### src/sv/pwcu_pkg.sv
package pwcu_pkg;

   localparam int STICK_COUNT_DEF = 4;

   localparam int IDX_W       = 2;
   localparam int TIME_W      = 16;
   localparam int CNT_W       = 8;
   localparam int SIU_W       = 3;
   localparam int MASK_W      = 4;
   localparam int CSR_ADDR_W  = 3;
   localparam int CSR_DATA_W  = 16;
   localparam int REQ_TDATA_W = 24;
   localparam int RSP_TDATA_W = 32;

   localparam logic [CNT_W-1:0] COUNT_SAT = '1;

   // reset values of the control registers
   localparam logic [SIU_W-1:0]  SIU_RST          = 3'd4;
   localparam logic [MASK_W-1:0] INVERT_MASK_RST  = 4'd0;
   localparam logic [TIME_W-1:0] PERIOD_MIN_RST   = 16'd3000;
   localparam logic [TIME_W-1:0] PERIOD_MAX_RST   = 16'd5000;
   localparam logic [TIME_W-1:0] PULSE_MIN_RST    = 16'd80;
   localparam logic [TIME_W-1:0] PULSE_MAX_RST    = 16'd3820;
   localparam logic [CNT_W-1:0]  SAMPLES_RST      = 8'd3;
   localparam logic [TIME_W-1:0] FULL_SCALE_RST   = 16'd4095;

   typedef enum logic [CSR_ADDR_W-1:0] {
      CSR_STICKS_IN_USE     = 3'd0,
      CSR_INVERT_MASK       = 3'd1,
      CSR_PERIOD_MIN        = 3'd2,
      CSR_PERIOD_MAX        = 3'd3,
      CSR_PULSE_MIN         = 3'd4,
      CSR_PULSE_MAX         = 3'd5,
      CSR_SAMPLES_NEEDED    = 3'd6,
      CSR_INVERT_FULL_SCALE = 3'd7
   } csr_index_type;

   typedef struct packed {
      logic [SIU_W-1:0]  sticks_in_use;
      logic [MASK_W-1:0] invert_mask;
      logic [TIME_W-1:0] period_min;
      logic [TIME_W-1:0] period_max;
      logic [TIME_W-1:0] pulse_min;
      logic [TIME_W-1:0] pulse_max;
      logic [CNT_W-1:0]  samples_needed;
      logic [TIME_W-1:0] invert_full_scale;
   } cfg_type;

   typedef struct packed {
      logic              all_detected;
      logic              period_rejected;
      logic [CNT_W-1:0]  sample_total;
      logic [TIME_W-1:0] stick_value;
      logic              width_valid;
      logic [IDX_W-1:0]  out_stick;
   } result_type;

endpackage

### src/sv/pwm_pulse_width_capture_unit.sv
// PWM pulse-width capture for up to STICK_COUNT stick channels. Each req
// transaction is one capture event (stick index plus the 16-bit free-running
// timer value at the edge) and yields exactly one rsp transaction, in order.
// A stick alternates between a rising phase, where the time since its last
// rise is checked against period_min..period_max (out of range clears its
// sample count and flags period_rejected), and a pulse phase, where a width
// strictly between pulse_min and pulse_max is reported (optionally inverted
// against invert_full_scale, floored at zero) and counted, saturating at 255.
// all_detected is high when sticks_in_use is nonzero and each of the first
// sticks_in_use sticks has at least samples_needed valid pulses. Throughput is
// one transaction per clock while rsp_tready holds. The accepting edge loads
// the input register; the per-stick read-modify-write moves the transaction
// into the result register once that is empty or being drained. The per-stick
// state lives in flops, so back-to-back events on the same stick see each
// other's updates with no stall. The user must write control registers through the csr
// port only while no transaction is in flight; the block does not enforce it.
module pwm_pulse_width_capture_unit
   import pwcu_pkg::*;
#(
   parameter int STICK_COUNT = STICK_COUNT_DEF
) (
   input  logic                   clock,
   input  logic                   reset,

   input  logic                   csr_we,
   input  logic [CSR_ADDR_W-1:0]  csr_addr,
   input  logic [CSR_DATA_W-1:0]  csr_wdata,

   input  logic                   req_tvalid,
   output logic                   req_tready,
   // [1:0] stick_index, [17:2] capture_time, [23:18] zero
   input  logic [REQ_TDATA_W-1:0] req_tdata,

   output logic                   rsp_tvalid,
   input  logic                   rsp_tready,
   // [1:0] out_stick, [2] width_valid, [18:3] stick_value, [26:19] sample_total,
   // [27] period_rejected, [28] all_detected, [31:29] zero
   output logic [RSP_TDATA_W-1:0] rsp_tdata
);

   localparam int RES_W = $bits(result_type);

   cfg_type           cfg;
   result_type        result;

   // input register
   logic              in_valid_ff;
   logic              in_valid_in;
   logic [IDX_W-1:0]  in_idx_ff;
   logic [TIME_W-1:0] in_time_ff;

   // result register
   logic              out_valid_ff;
   logic              out_valid_in;
   result_type        out_data_ff;

   logic              req_fire;
   logic              advance;

   // the stage moves whenever the result register is empty or being drained
   assign advance    = in_valid_ff & (~out_valid_ff | rsp_tready);
   assign req_tready = ~in_valid_ff | advance;
   assign req_fire   = req_tvalid & req_tready;

   assign in_valid_in  = req_fire | (in_valid_ff & ~advance);
   assign out_valid_in = advance | (out_valid_ff & ~rsp_tready);

   always_ff @(posedge clock) begin
      if (reset) begin
         in_valid_ff  <= 1'b0;
         out_valid_ff <= 1'b0;
      end else begin
         in_valid_ff  <= in_valid_in;
         out_valid_ff <= out_valid_in;
      end
   end

   always_ff @(posedge clock) begin
      if (req_fire) begin
         in_idx_ff  <= req_tdata[IDX_W-1:0];
         in_time_ff <= req_tdata[IDX_W +: TIME_W];
      end
      if (advance) begin
         out_data_ff <= result;
      end
   end

   pwcu_cfg_regs u_cfg (
      .clock     (clock),
      .reset     (reset),
      .csr_we    (csr_we),
      .csr_addr  (csr_addr),
      .csr_wdata (csr_wdata),
      .cfg       (cfg)
   );

   // state is committed only when the transaction leaves the input register
   pwcu_stick_engine #(
      .STICK_COUNT (STICK_COUNT)
   ) u_engine (
      .clock        (clock),
      .reset        (reset),
      .fire         (advance),
      .stick_index  (in_idx_ff),
      .capture_time (in_time_ff),
      .cfg          (cfg),
      .result       (result)
   );

   assign rsp_tvalid = out_valid_ff;
   assign rsp_tdata  = {{(RSP_TDATA_W - RES_W){1'b0}}, out_data_ff};

endmodule

### src/sv/pwcu_cfg_regs.sv
module pwcu_cfg_regs
   import pwcu_pkg::*;
(
   input  logic                  clock,
   input  logic                  reset,
   input  logic                  csr_we,
   input  logic [CSR_ADDR_W-1:0] csr_addr,
   input  logic [CSR_DATA_W-1:0] csr_wdata,
   output cfg_type               cfg
);

   cfg_type cfg_ff;

   always_ff @(posedge clock) begin
      if (reset) begin
         cfg_ff.sticks_in_use     <= SIU_RST;
         cfg_ff.invert_mask       <= INVERT_MASK_RST;
         cfg_ff.period_min        <= PERIOD_MIN_RST;
         cfg_ff.period_max        <= PERIOD_MAX_RST;
         cfg_ff.pulse_min         <= PULSE_MIN_RST;
         cfg_ff.pulse_max         <= PULSE_MAX_RST;
         cfg_ff.samples_needed    <= SAMPLES_RST;
         cfg_ff.invert_full_scale <= FULL_SCALE_RST;
      end else if (csr_we) begin
         case (csr_index_type'(csr_addr))
            CSR_STICKS_IN_USE:     cfg_ff.sticks_in_use     <= csr_wdata[SIU_W-1:0];
            CSR_INVERT_MASK:       cfg_ff.invert_mask       <= csr_wdata[MASK_W-1:0];
            CSR_PERIOD_MIN:        cfg_ff.period_min        <= csr_wdata[TIME_W-1:0];
            CSR_PERIOD_MAX:        cfg_ff.period_max        <= csr_wdata[TIME_W-1:0];
            CSR_PULSE_MIN:         cfg_ff.pulse_min         <= csr_wdata[TIME_W-1:0];
            CSR_PULSE_MAX:         cfg_ff.pulse_max         <= csr_wdata[TIME_W-1:0];
            CSR_SAMPLES_NEEDED:    cfg_ff.samples_needed    <= csr_wdata[CNT_W-1:0];
            CSR_INVERT_FULL_SCALE: cfg_ff.invert_full_scale <= csr_wdata[TIME_W-1:0];
            default: begin
            end
         endcase
      end
   end

   assign cfg = cfg_ff;

endmodule

### src/sv/pwcu_stick_engine.sv
module pwcu_stick_engine
   import pwcu_pkg::*;
#(
   parameter int STICK_COUNT = STICK_COUNT_DEF
) (
   input  logic              clock,
   input  logic              reset,
   input  logic              fire,
   input  logic [IDX_W-1:0]  stick_index,
   input  logic [TIME_W-1:0] capture_time,
   input  cfg_type           cfg,
   output result_type        result
);

   // per-stick lanes
   logic [TIME_W-1:0] rise_ff  [STICK_COUNT];
   logic [TIME_W-1:0] rise_in  [STICK_COUNT];
   logic              armed_ff [STICK_COUNT];
   logic              armed_in [STICK_COUNT];
   logic [CNT_W-1:0]  count_ff [STICK_COUNT];
   logic [CNT_W-1:0]  count_in [STICK_COUNT];

   logic              hit;
   logic [TIME_W-1:0] cur_rise;
   logic              cur_armed;
   logic [CNT_W-1:0]  cur_count;
   logic [TIME_W-1:0] diff;
   logic [TIME_W-1:0] new_rise;
   logic              new_armed;
   logic [CNT_W-1:0]  new_count;
   logic              valid;
   logic              rejected;
   logic [TIME_W-1:0] value;
   logic              detected;

   always_comb begin
      hit       = int'(stick_index) < STICK_COUNT;
      cur_rise  = '0;
      cur_armed = 1'b0;
      cur_count = '0;
      for (int i = 0; i < STICK_COUNT; i++) begin
         if (int'(stick_index) == i) begin
            cur_rise  = rise_ff[i];
            cur_armed = armed_ff[i];
            cur_count = count_ff[i];
         end
      end

      diff      = capture_time - cur_rise;
      new_rise  = cur_rise;
      new_armed = cur_armed;
      new_count = cur_count;
      valid     = 1'b0;
      rejected  = 1'b0;
      value     = '0;

      if (cur_armed) begin
         // pulse phase: width is time since the rise
         new_armed = 1'b0;
         if (diff > cfg.pulse_min && diff < cfg.pulse_max) begin
            valid = 1'b1;
            if (cfg.invert_mask[stick_index]) begin
               value = (cfg.invert_full_scale >= diff) ? cfg.invert_full_scale - diff : '0;
            end else begin
               value = diff;
            end
            if (cur_count != COUNT_SAT) begin
               new_count = cur_count + CNT_W'(1);
            end
         end
      end else begin
         // rising phase: period check, rise always stored
         new_rise = capture_time;
         if (diff < cfg.period_min || diff > cfg.period_max) begin
            new_count = '0;
            rejected  = 1'b1;
         end else begin
            new_armed = 1'b1;
         end
      end

      for (int i = 0; i < STICK_COUNT; i++) begin
         rise_in[i]  = rise_ff[i];
         armed_in[i] = armed_ff[i];
         count_in[i] = count_ff[i];
         if (fire && hit && int'(stick_index) == i) begin
            rise_in[i]  = new_rise;
            armed_in[i] = new_armed;
            count_in[i] = new_count;
         end
      end

      // detection sees the counts after this update
      detected = cfg.sticks_in_use != '0;
      for (int i = 0; i < STICK_COUNT; i++) begin
         if (i < int'(cfg.sticks_in_use) && count_in[i] < cfg.samples_needed) begin
            detected = 1'b0;
         end
      end

      result.out_stick       = stick_index;
      result.width_valid     = hit & valid;
      result.stick_value     = hit ? value : '0;
      result.sample_total    = hit ? new_count : '0;
      result.period_rejected = hit & rejected;
      result.all_detected    = detected;
   end

   always_ff @(posedge clock) begin
      if (reset) begin
         for (int i = 0; i < STICK_COUNT; i++) begin
            rise_ff[i]  <= '0;
            armed_ff[i] <= 1'b0;
            count_ff[i] <= '0;
         end
      end else begin
         rise_ff  <= rise_in;
         armed_ff <= armed_in;
         count_ff <= count_in;
      end
   end

endmodule

### config.mk
export PLATFORM = sky130hd
export DESIGN_NAME = pwm_pulse_width_capture_unit
export DESIGN_NICKNAME = d
export VERILOG_FILES = /design/src/sv/pwcu_pkg.sv /design/src/sv/pwm_pulse_width_capture_unit.sv /design/src/sv/pwcu_cfg_regs.sv /design/src/sv/pwcu_stick_engine.sv
export SDC_FILE = /design/constraint.sdc
export NUM_CORES = 1
export LEC_CHECK = 0
export ABC_CLOCK_PERIOD_IN_PS = 7700
export BUFFER_PORTS_ARGS = -buffer_cell sky130_fd_sc_hd__buf_2
export CAP_MARGIN = 20
export CORE_MARGIN = 2
export CORE_UTILIZATION = 55
export DETAILED_ROUTE_END_ITERATION = 12
export PLACE_DENSITY = 0.81
export SETUP_SLACK_MARGIN = 0.15
export SYNTH_ARGS = -nofsm -noshare
export SYNTH_HDL_FRONTEND = slang
export SYNTH_SLANG_ARGS = --single-unit
### constraint.sdc
create_clock -name clock -period 7.7 [get_ports clock]
set_input_delay 0.77 -clock clock [delete_from_list [all_inputs] [get_ports clock]]
set_output_delay 0.77 -clock clock [all_outputs]
set_load 0.01 [all_outputs]
==> key figures, run 1 <==
Synthesis
  – EDFF count, synth: 47
  – Multiplexer share of the synthesized area: 0.0935
  – Complex-gate fraction of the synthesized area: 0.153
  – Synth Warn #: 0
  – Synth Area in Adders: 0.119
  – Main combinational cell family by area after synthesis: simple AND/OR/NAND/NOR gates
  – FFs w/ async S/R, synth: 0
  – Mapped Avg Cell Area: 9.17 µm²
  – Post-synthesis sequential area ratio: 0.402
  – Synth Area in XOR/XNOR: 0.0178
  – Simple-Gate Fraction of Synth Area: 0.159
  – Post-Syn Instances: 1452
  – Yosys cell types: 68
  – Post-synthesis cell area: 0.0133 mm²
  – Yosys reg bits: 244
  – Post-synth top flop: dfxtp_1

Global route
  – First-pass GRT wire length: 53000 µm
  – Initial antenna violation count: 0
  – Grt total ovfl: 0
  – Number of global-route vias before repair: 10500
  – GRT Util Overall: 0.254
  – Largest net degree at the start of global routing: 122

Cells and area
  – Share of cells above drive strength 1: 0.150
  – Fin nets: 1682
  – Fin cells: 1848
  – Area growth syn-to-layout: 12.8%
  – Antenna cells: 0
  – Finished Core Util: 0.636

Die
  – Die Area: 0.0255 mm²
  – Die Y: 160 µm
  – Initial Util: 0.564
  – Row count: 56
  – Core box area: 0.0236 mm²
  – I/O pin cnt: 82
  – Die Wd: 160 µm

Setup path
  – Worst r2r path cells: 32
  – Reg2Reg Capture Point: rsp_tdata[28]
  – Worst-path fanout max: 9
  – Worst Path Arrival: 7460 ps
  – Levels on crit path: 32
  – Critical path startpoint category: flop
  – Biggest cell delay along the critical path: 490 ps
  – Reg2reg start: in_idx_ff[0]
  – Crit Path Category: flop to flop
  – Required @ worst endpoint: 7980 ps
  – Reg2reg setup slack: 530 ps
  – Worst path slowest cell: edfxtp_1
  – Top cell by count, worst path: a21oi_1
  – Worst path top cell family by delay: compound AO/OA/AOI/OAI gates
  – Crit path from: in_idx_ff[0]
  – CP Capture Type: flop
  – CP Buf/Inv Count: 3

Placed design
  – Hpwl dp: 22800 µm
  – GP Congestion: 0.910
  – IO Port Bufs: 72
  – Cells after DPL: 1794

Flow run
  – Max Cap Violations: 0

Clock network
  – H-Tree Depth: 1
  – CTS max path bufs: 3
  – CTS tree: yes
  – Clock latency on the worst-skew pair: 540 ps
  – CTS clk-pin slew, worst paths: 60 ps
  – TritonCTS buffer count: 27
  – Root Buffer: clkbuf_16
  – Hold-fix buffers, CTS: 0
  – CTS Sinks: 244

STA
  – Final Hold Viols: 0
  – Final worst path period need: 7170 ps
  – RSZ-0062 raised after global routing: no
  – Relative slew margins: 0.325
  – Worst-case clock skew: 12.5 ps
  – Tcrit/Tclk final: 0.932
  – Final setup violation count: 0
  – Final-report max-slew violation count: 0
  – Actual slew at the worst max-slew pin: 1010 ps
  – Maximum clock rate: 0.139 GHz

Min path
  – Hold-critical path depth: 1
  – Worst Hold Endpoint: in_time_ff[4]
  – Min-delay worst type: input port to flop
  – Worst min-delay path startpoint: req_tdata[6]

Detailed routing
  – Routed WL: 32900 µm
  – Vias: 10900
  – Detailed Routing Iterations Pass 1: 6
  – ANT nets after route: 0
  – Vias per cell: 5.89
  – DRC violations left: 0
  – DR iter-0 viols: 917
  – Avg WL per Cell: 17.8 µm

Power and ir drop
  – Maximum VDD drop: 0.184 mV
  – Leakage: 0.00605 µW
  – Cell Pwr Density: 224 mW/mm²

Outcome
  – Status: completed
## power breakdown
part / switching [µW] / leakage [µW] / internal (µW)
clock network: 532 / 0.000450 / 788
registers: 20.8 / 0.00206 / 1340
logic: 420 / 0.00354 / 265
total: 973 / 0.00605 / 2400
## registers in the layout, summed over array words and instances (netlist names)
register           flops
rsp_tdata             29
u_engine.rise_ff      64
u_engine.count_ff     32
in_idx_ff              2
u_engine.armed_ff      4
u_cfg.cfg             95
rsp_tvalid             1
in_time_ff            16
in_valid_ff            1
## metal layers
layer	wire, µm	track usage
met1	13800	0.325
met4	1470	0.117
met3	2330	0.0444
met2	15300	0.420
met5	0	0
## synth_stat cells (all sizes together) (9+ instances only)
cell	n	area, µm²
a211o	26	228
a211oi	79	603
a21o	13	97.6
a21oi	117	586
a31oi	11	68.8
buf	18	95.1
clkbuf	58	219
dfxtp	197	3940
edfxtp	47	1410
ha	123	1540
inv	113	424
mux2	23	259
mux2i	43	445
mux4	24	541
nand2	165	619
nand2b	10	62.6
nand3	25	125
nand3b	12	90.1
nand4	18	113
nor2	161	604
nor2b	26	163
nor3	12	65.1
o21a	9	67.6
o21ai	23	119
xnor2	19	166
## cells by family (layout without fill, tap and decap cells)
| kind of cell | after synthesis | in the layout |
|---|---|---|
| compound gates | 311 | 311 |
| xor+xnor | 27 | 27 |
| fa+ha+maj | 125 | 125 |
| buf+inv | 189 | 264 |
| flops | 244 | 244 |
| mux | 90 | 90 |
| other cells | 1 | 3 |
| simple gates | 465 | 465 |
## how the worst max path moves through the flow
stage | endpoint | slack [ps]
final | rsp_tdata[28] | 530
after global routing | rsp_tdata[28] | 110
after CTS | rsp_tdata[28] | 220
after detailed placement | rsp_tdata[28] | -50
after global placement | rsp_tdata[28] | 150
after floorplan | rsp_tdata[28] | 660
## worst register-to-register path, delay by kind of cell (launching register included)
kind,cells,cell delay [ps]
flops,1,490
compound gates,17,3000
mux,2,540
simple gates,6,1170
xor+xnor,1,270
buf+inv,3,400
fa+ha+maj,3,1070
## cell usage in the layout (no fill, tap or decap), types with 4 or more instances in the layout
cell type	n
clkbuf_16	29
xnor2_1	19
a21oi_2	4
o21ai_0	22
mux2_2	20
dfxtp_1	197
clkbuf_8	4
a211oi_1	77
ha_1	123
nor2b_1	25
or3_1	4
a31oi_1	10
nand3b_1	12
inv_1	111
mux2i_2	4
or2_2	8
xor2_1	7
edfxtp_1	47
buf_2	71
nand2b_1	10
nand3_1	25
nor2_1	159
a21oi_1	113
mux4_2	24
nand4_1	18
clkinv_2	7
nand2_1	165
o21a_1	9
a21o_1	13
nor3_1	10
buf_4	29
a211o_1	26
mux2i_1	39
and3_1	4
o221ai_1	5
## layout make-up
class / instances / area [µm²]
well taps: 319 / 399
flip-flops and latches: 244 / 5360
multi-input cells: 1021 / 7320
inverters: 113 / 424
clock buffers: 36 / 792
fillers: 1912 / 8590
clock inverters: 13 / 124
repair buffers: 102 / 604
## timing repair
item | CTS | global route
gates cloned | 0 | 0
setup endpoints to repair | 1 | 1
hold endpoints to repair | 0 | 0
resized for setup | 2 | 10
buffers inserted | 2 | 2
pin swaps | 0 | 4
## per-stage QoR
step	area [µm²]	setup TNS (ps)	hold WS, ps	setup WS (ps)	total power (µW)
floorplan	13300	0	432	664	1850
global placement	14000	0	442	150	2020
detailed placement	14000	-49.8	444	-49.8	2050
CTS	14900	0	391	220	3360
global route	15000	0	395	108	3510
finish	15000	0	402	526	3370
Note: power is estimated with default switching activity, not from simulation.
==> run 2, diff against run 1 <==
--- a/config.mk
+++ b/config.mk
@@ -6,12 +6,12 @@
 export NUM_CORES = 1
 export LEC_CHECK = 0
 export ABC_CLOCK_PERIOD_IN_PS = 7700
-export BUFFER_PORTS_ARGS = -buffer_cell sky130_fd_sc_hd__buf_2
 export CAP_MARGIN = 20
 export CORE_MARGIN = 2
 export CORE_UTILIZATION = 55
 export DETAILED_ROUTE_END_ITERATION = 12
-export PLACE_DENSITY = 0.81
+export DONT_BUFFER_PORTS = 1
+export PLACE_DENSITY = 0.78
 export SETUP_SLACK_MARGIN = 0.15
 export SYNTH_ARGS = -nofsm -noshare
 export SYNTH_HDL_FRONTEND = slang
==> run 2 against run 1 <==
Clock-buffer cell count down 6. Sequential share of layout area increased by 1.0 points. First-iteration DRC count grew 3.6%. Clock skew shrank 2.8 ps. Maximum frequency fell by 0.76%. Critical path type unchanged. Largest cell class unchanged.
==> key figures, run 2 (synthesized netlist as in run 1, its figures left out) <==
Die
  – Row count: 56
  – I/O pin cnt: 82
  – Die Wd: 160 µm
  – Die Area: 0.0255 mm²
  – Initial Util: 0.564
  – Core box area: 0.0236 mm²
  – Die Y: 160 µm

Detailed routing
  – Avg WL per Cell: 18.3 µm
  – Vias per cell: 5.91
  – Routed WL: 32400 µm
  – DRC violations left: 0
  – Detailed Routing Iterations Pass 1: 5
  – DR iter-0 viols: 950
  – ANT nets after route: 0
  – Vias: 10500

Flow run
  – Max Cap Violations: 0

Cells and area
  – Area growth syn-to-layout: 9.53%
  – Max FFs per register: 95
  – Fin cells: 1772
  – Fin nets: 1606
  – Antenna cells: 0
  – Share of cells above drive strength 1: 0.103
  – Finished Core Util: 0.618
  – Leading cell type in the layout, fill and taps excluded: dfxtp_1
  – Most frequent cells in the layout: dfxtp_1 (197), nand2_1 (165), nor2_1 (159)

Placed design
  – Pre-CTS WS: 232 ps
  – Hpwl dp: 22400 µm
  – Cells after DPL: 1720
  – IO Port Bufs: 0
  – GP Congestion: 0.904

Clock network
  – Clock latency on the worst-skew pair: 530 ps
  – Root Buffer: clkbuf_16
  – Hold-fix buffers, CTS: 0
  – CTS Sinks: 244
  – H-Tree Depth: 1
  – CTS clk-pin slew, worst paths: 60 ps
  – TritonCTS buffer count: 27
  – CTS tree: yes
  – CTS max path bufs: 3

STA
  – Actual slew at the worst max-slew pin: 1130 ps
  – Relative slew margins: 0.244
  – Final setup violation count: 0
  – Tcrit/Tclk final: 0.939
  – Worst-case clock skew: 9.61 ps
  – Final Hold Viols: 0
  – RSZ-0062 raised after global routing: no
  – Final TNS setup: 0 ps
  – Final worst path period need: 7230 ps
  – Maximum clock rate: 0.138 GHz
  – Final setup margin: 471 ps
  – Final-report max-slew violation count: 0

Global route
  – Grt total ovfl: 0
  – GRT Util Overall: 0.249
  – Number of global-route vias before repair: 10100
  – Initial antenna violation count: 0
  – Largest net degree at the start of global routing: 198
  – First-pass GRT wire length: 51800 µm

Outcome
  – Status: completed

Min path
  – Min-delay worst type: input port to flop

Setup path
  – Required @ worst endpoint: 7980 ps
  – Critical path startpoint category: flop
  – Crit Path Category: flop to flop
  – Biggest cell delay along the critical path: 560 ps
  – CP Capture Type: flop
  – Worst-path fanout max: 11
  – Worst path slowest cell: mux4_2
  – Worst Path Arrival: 7510 ps

Power and ir drop
  – Leakage: 0.00573 µW
  – Maximum VDD drop: 0.174 mV
  – Cell Pwr Density: 226 mW/mm²
==> run 2: layout make-up <==
class / count / area (µm²)
Clock buffer: 30 / 697
Clock inverter: 19 / 199
Fill cell: 1987 / 9020
Inverter: 113 / 424
Multi-Input combinational cell: 1021 / 7320
Sequential cell: 244 / 5360
Tap cell: 319 / 399
Timing Repair Buffer: 26 / 195
==> run 2: worst paths after layout <==
check                 from                    to  slack [ps]  cells past startpoint
max reg2reg   in_idx_ff[0]         rsp_tdata[28]         470                     30
min                  reset  u_engine.rise_ff[13]         330                      1
max           in_idx_ff[0]         rsp_tdata[28]         470                     30
min reg2reg  u_cfg.cfg[71]         u_cfg.cfg[71]         460                      2
==> run 2: through the flow <==
step	hold WS [ps]	total power (µW)	instance area [µm²]
after floorplan	432	1850	13300
after global placement	438	1970	13600
after detailed placement	444	2000	13600
after CTS	315	3300	14500
after global routing	306	3450	14600
final	333	3300	14600
==> run 2: what timing repair did <==
| item | in CTS | in global routing |
|---|---|---|
| setup buffers | 0 | 1 |
| setup endpoints to repair | 0 | 1 |
| endpoints found under the hold margin | 0 | 0 |
| gates resized for setup | 0 | 11 |
==> run 2: power breakdown <==
part	internal [µW]	leakage [µW]	switching, µW
clock network	784	0.000441	523
logic	249	0.00323	377
registers	1340	0.00206	25.3
total	2380	0.00573	925
==> run 2: critical path: cells and delay by family, from the launching register on <==
| kind | cells | cell delay, ps |
|---|---|---|
| xor gates and xnor gates | 1 | 240 |
| buffers and inverters | 5 | 830 |
| muxes | 2 | 890 |
| adders and majority gates | 3 | 830 |
| and+or+nand+nor | 5 | 760 |
| AOI/OAI and AO/OA | 14 | 3030 |
| DFF | 1 | 410 |
==> run 2: layer usage <==
layer  vias to the layer above  part of all wire  track usage
met5                         -                 0            0
met4                         0             0.028       0.0723
met3                        65             0.054       0.0314
met2                       300              0.49        0.433
met1                      5015              0.43        0.325
li1                       5091                 -            -
==> run 3, diff against run 2 <==
--- a/config.mk
+++ b/config.mk
@@ -15,4 +15,5 @@
 export SETUP_SLACK_MARGIN = 0.15
 export SYNTH_ARGS = -nofsm -noshare
 export SYNTH_HDL_FRONTEND = slang
+export SYNTH_HIERARCHICAL = 1
 export SYNTH_SLANG_ARGS = --single-unit
==> run 3 against run 2 <==
Die area increased by 4.2%. Clock-buffer cell count increased by 3. Area after synthesis increased by 4.3%. Non-clock buffer count increased by 12. Highest routed layer unchanged. Critical path depth increased by 2. Core utilization decreased by 0.99 points. Maximum frequency increased by 0.87%. Largest cell class unchanged. Combinational power increased by 4.2%. Global-route usage increased by 0.30 points. Cell count increased by 0.90%. Sequential share of layout area decreased by 1.4 points. Critical path type unchanged.
==> key figures, run 3 <==
Cells and area
  – Fill count: 2054
  – Share of cells above drive strength 1: 0.108
  – Most frequent cells in the layout: dfxtp_1 (197), nor2_1 (175), ha_1 (123)
  – Max FFs per register: 95
  – Antenna cells: 0
  – Fin nets: 1611
  – Post-Layout Inst Area: 0.0152 mm²
  – Leading cell type in the layout, fill and taps excluded: dfxtp_1
  – Fin cells: 1788
  – Area growth syn-to-layout: 9.22%

Die
  – Row count: 58
  – Initial Util: 0.557
  – Core box area: 0.0250 mm²
  – I/O pin cnt: 82
  – Die Y: 163 µm
  – Die Wd: 163 µm
  – Die Area: 0.0266 mm²

Min path
  – Hold-critical path depth: 1
  – Min-delay worst type: input port to flop
  – Worst min-delay path startpoint: reset

STA
  – RSZ-0062 raised after global routing: no
  – Relative slew margins: 0.242
  – Actual slew at the worst max-slew pin: 1130 ps
  – Maximum clock rate: 0.140 GHz
  – Final setup violation count: 0
  – Final Hold Viols: 0
  – Worst-case clock skew: 20.8 ps
  – Final TNS setup: 0 ps
  – Final worst path period need: 7170 ps
  – Tcrit/Tclk final: 0.931
  – Final-report max-slew violation count: 0

Setup path
  – Biggest cell delay along the critical path: 600 ps
  – Worst r2r path cells: 32
  – CP Capture Type: flop
  – Worst path top cell family by delay: compound AO/OA/AOI/OAI gates
  – Required @ worst endpoint: 7980 ps
  – Crit Path Category: flop to flop
  – Reg2reg start: in_idx_ff[0]
  – Levels on crit path: 32
  – Crit path from: in_idx_ff[0]
  – Worst Path Arrival: 7440 ps
  – CP Buf/Inv Count: 6
  – Worst-path fanout max: 19
  – Worst path slowest cell: or4_1
  – Critical path startpoint category: flop

Detailed routing
  – DR iter-0 viols: 749
  – DRC violations left: 0
  – WL met1: 14900 µm
  – Detailed Routing Iterations Pass 1: 5
  – Vias: 10600
  – Avg WL per Cell: 18.8 µm
  – Top sig layer: met4
  – Routed WL: 33600 µm
  – Routed wl met3: 1880 µm
  – Vias per cell: 5.92
  – DR WL met2: 15800 µm
  – ANT nets after route: 0

Synthesis
  – Post-synth top flop: dfxtp_1
  – Top cell type's share of synthesized area: 0.284
  – Largest cells by area after synthesis: dfxtp_1 (28%), ha_1 (11%), edfxtp_1 (10%)
  – Post-synthesis sequential area ratio: 0.385
  – Yosys reg bits: 244
  – Synth top cells by count: dfxtp_1 (197), nor2_1 (176), ha_1 (123), inv_1 (121), mux2i_1 (111)
  – Synth Warn #: 6
  – FFs w/ async S/R, synth: 0
  – Yosys cell types: 79
  – Mapped Avg Cell Area: 9.57 µm²
  – EDFF count, synth: 47
  – Post-synthesis cell area: 0.0139 mm²
  – Cell taking the most area after synthesis: dfxtp_1
  – Post-Syn Instances: 1453
  – Count leader, synth: dfxtp_1

Global route
  – Initial antenna violation count: 0
  – Grt total ovfl: 0
  – GRT Util Overall: 0.252
  – First-pass GRT wire length: 53500 µm
  – Number of global-route vias before repair: 10300
  – Largest net degree at the start of global routing: 227

Flow run
  – Max Cap Violations: 0

Placed design
  – GP Congestion: 0.932
  – IO Port Bufs: 0
  – Placed Area: 0.0141 mm²
  – Cells after DPL: 1733
  – Hpwl dp: 23900 µm

Clock network
  – Hold-fix buffers, CTS: 0
  – TritonCTS buffer count: 26
  – CTS Sinks: 244
  – CTS clk-pin slew, worst paths: 60 ps
  – CTS tree: yes
  – H-Tree Depth: 1
  – CTS max path bufs: 3
  – Clock latency on the worst-skew pair: 540 ps
  – Root Buffer: clkbuf_16

Outcome
  – Status: completed

Power and ir drop
  – Cell Pwr Density: 222 mW/mm²
  – Maximum VDD drop: 0.201 mV
  – Leakage: 0.00631 µW
-- run 3: logic make-up (layout without fill, tap and decap cells) --
| group | after synthesis | count (layout) | synth area share |
|---|---|---|---|
| compound gates | 251 | 251 | 0.119 |
| flops | 244 | 244 | 0.385 |
| other cells | 1 | 3 | 0.000270 |
| mux | 154 | 154 | 0.136 |
| xor+xnor | 28 | 28 | 0.0176 |
| fa+ha+maj | 125 | 125 | 0.114 |
| simple gates | 446 | 446 | 0.164 |
| buf+inv | 204 | 207 | 0.0639 |
-- run 3: per-layer routing --
| layer | global-route usage | vias up |
|---|---|---|
| met5 | 0 | - |
| met4 | 0.0813 | 0 |
| met3 | 0.0377 | 68 |
| met2 | 0.418 | 339 |
| met1 | 0.338 | 5064 |
| li1 | - | 5111 |
-- run 3: final cells by class --
class                   instances  area [µm²]  share of cell area
multi-input cells            1007        7720               0.508
flip-flops and latches        244        5360               0.353
clock buffers                  33         728              0.0480
inverters                     121         454              0.0299
well taps                     330         413              0.0272
repair buffers                 38         305              0.0201
clock inverters                15         208              0.0137
-- run 3: per-stage QoR --
stage           util  total power, µW  setup slack (ps)  hold WS, ps
5_1_grt        0.608             3510               170          283
4_1_cts        0.604             3370               185          293
3_3_place_gp   0.567             2000               379          438
2_1_floorplan      -             1860               472          433
3_5_place_dp   0.567             2020               252          449
6_report       0.608             3370               534          303
-- run 3: path summary, 6_finish.rpt --
check	slack, ps	to
setup / recovery	530	rsp_tdata[28]
hold reg to reg	460	u_engine/armed_ff[1]
setup reg to reg	530	rsp_tdata[28]
hold / removal	300	in_valid_ff
-- run 3: power breakdown --
group	internal [µW]	switching (µW)
clock network	836	515
logic	263	389
registers	1340	25.3
total	2440	929
-- run 3: what timing repair did --
| item | 4_1_cts | 5_1_grt |
|---|---|---|
| gates resized for setup | 0 | 12 |
| setup buffers | 0 | 6 |
| endpoints found under the setup margin | 0 | 1 |
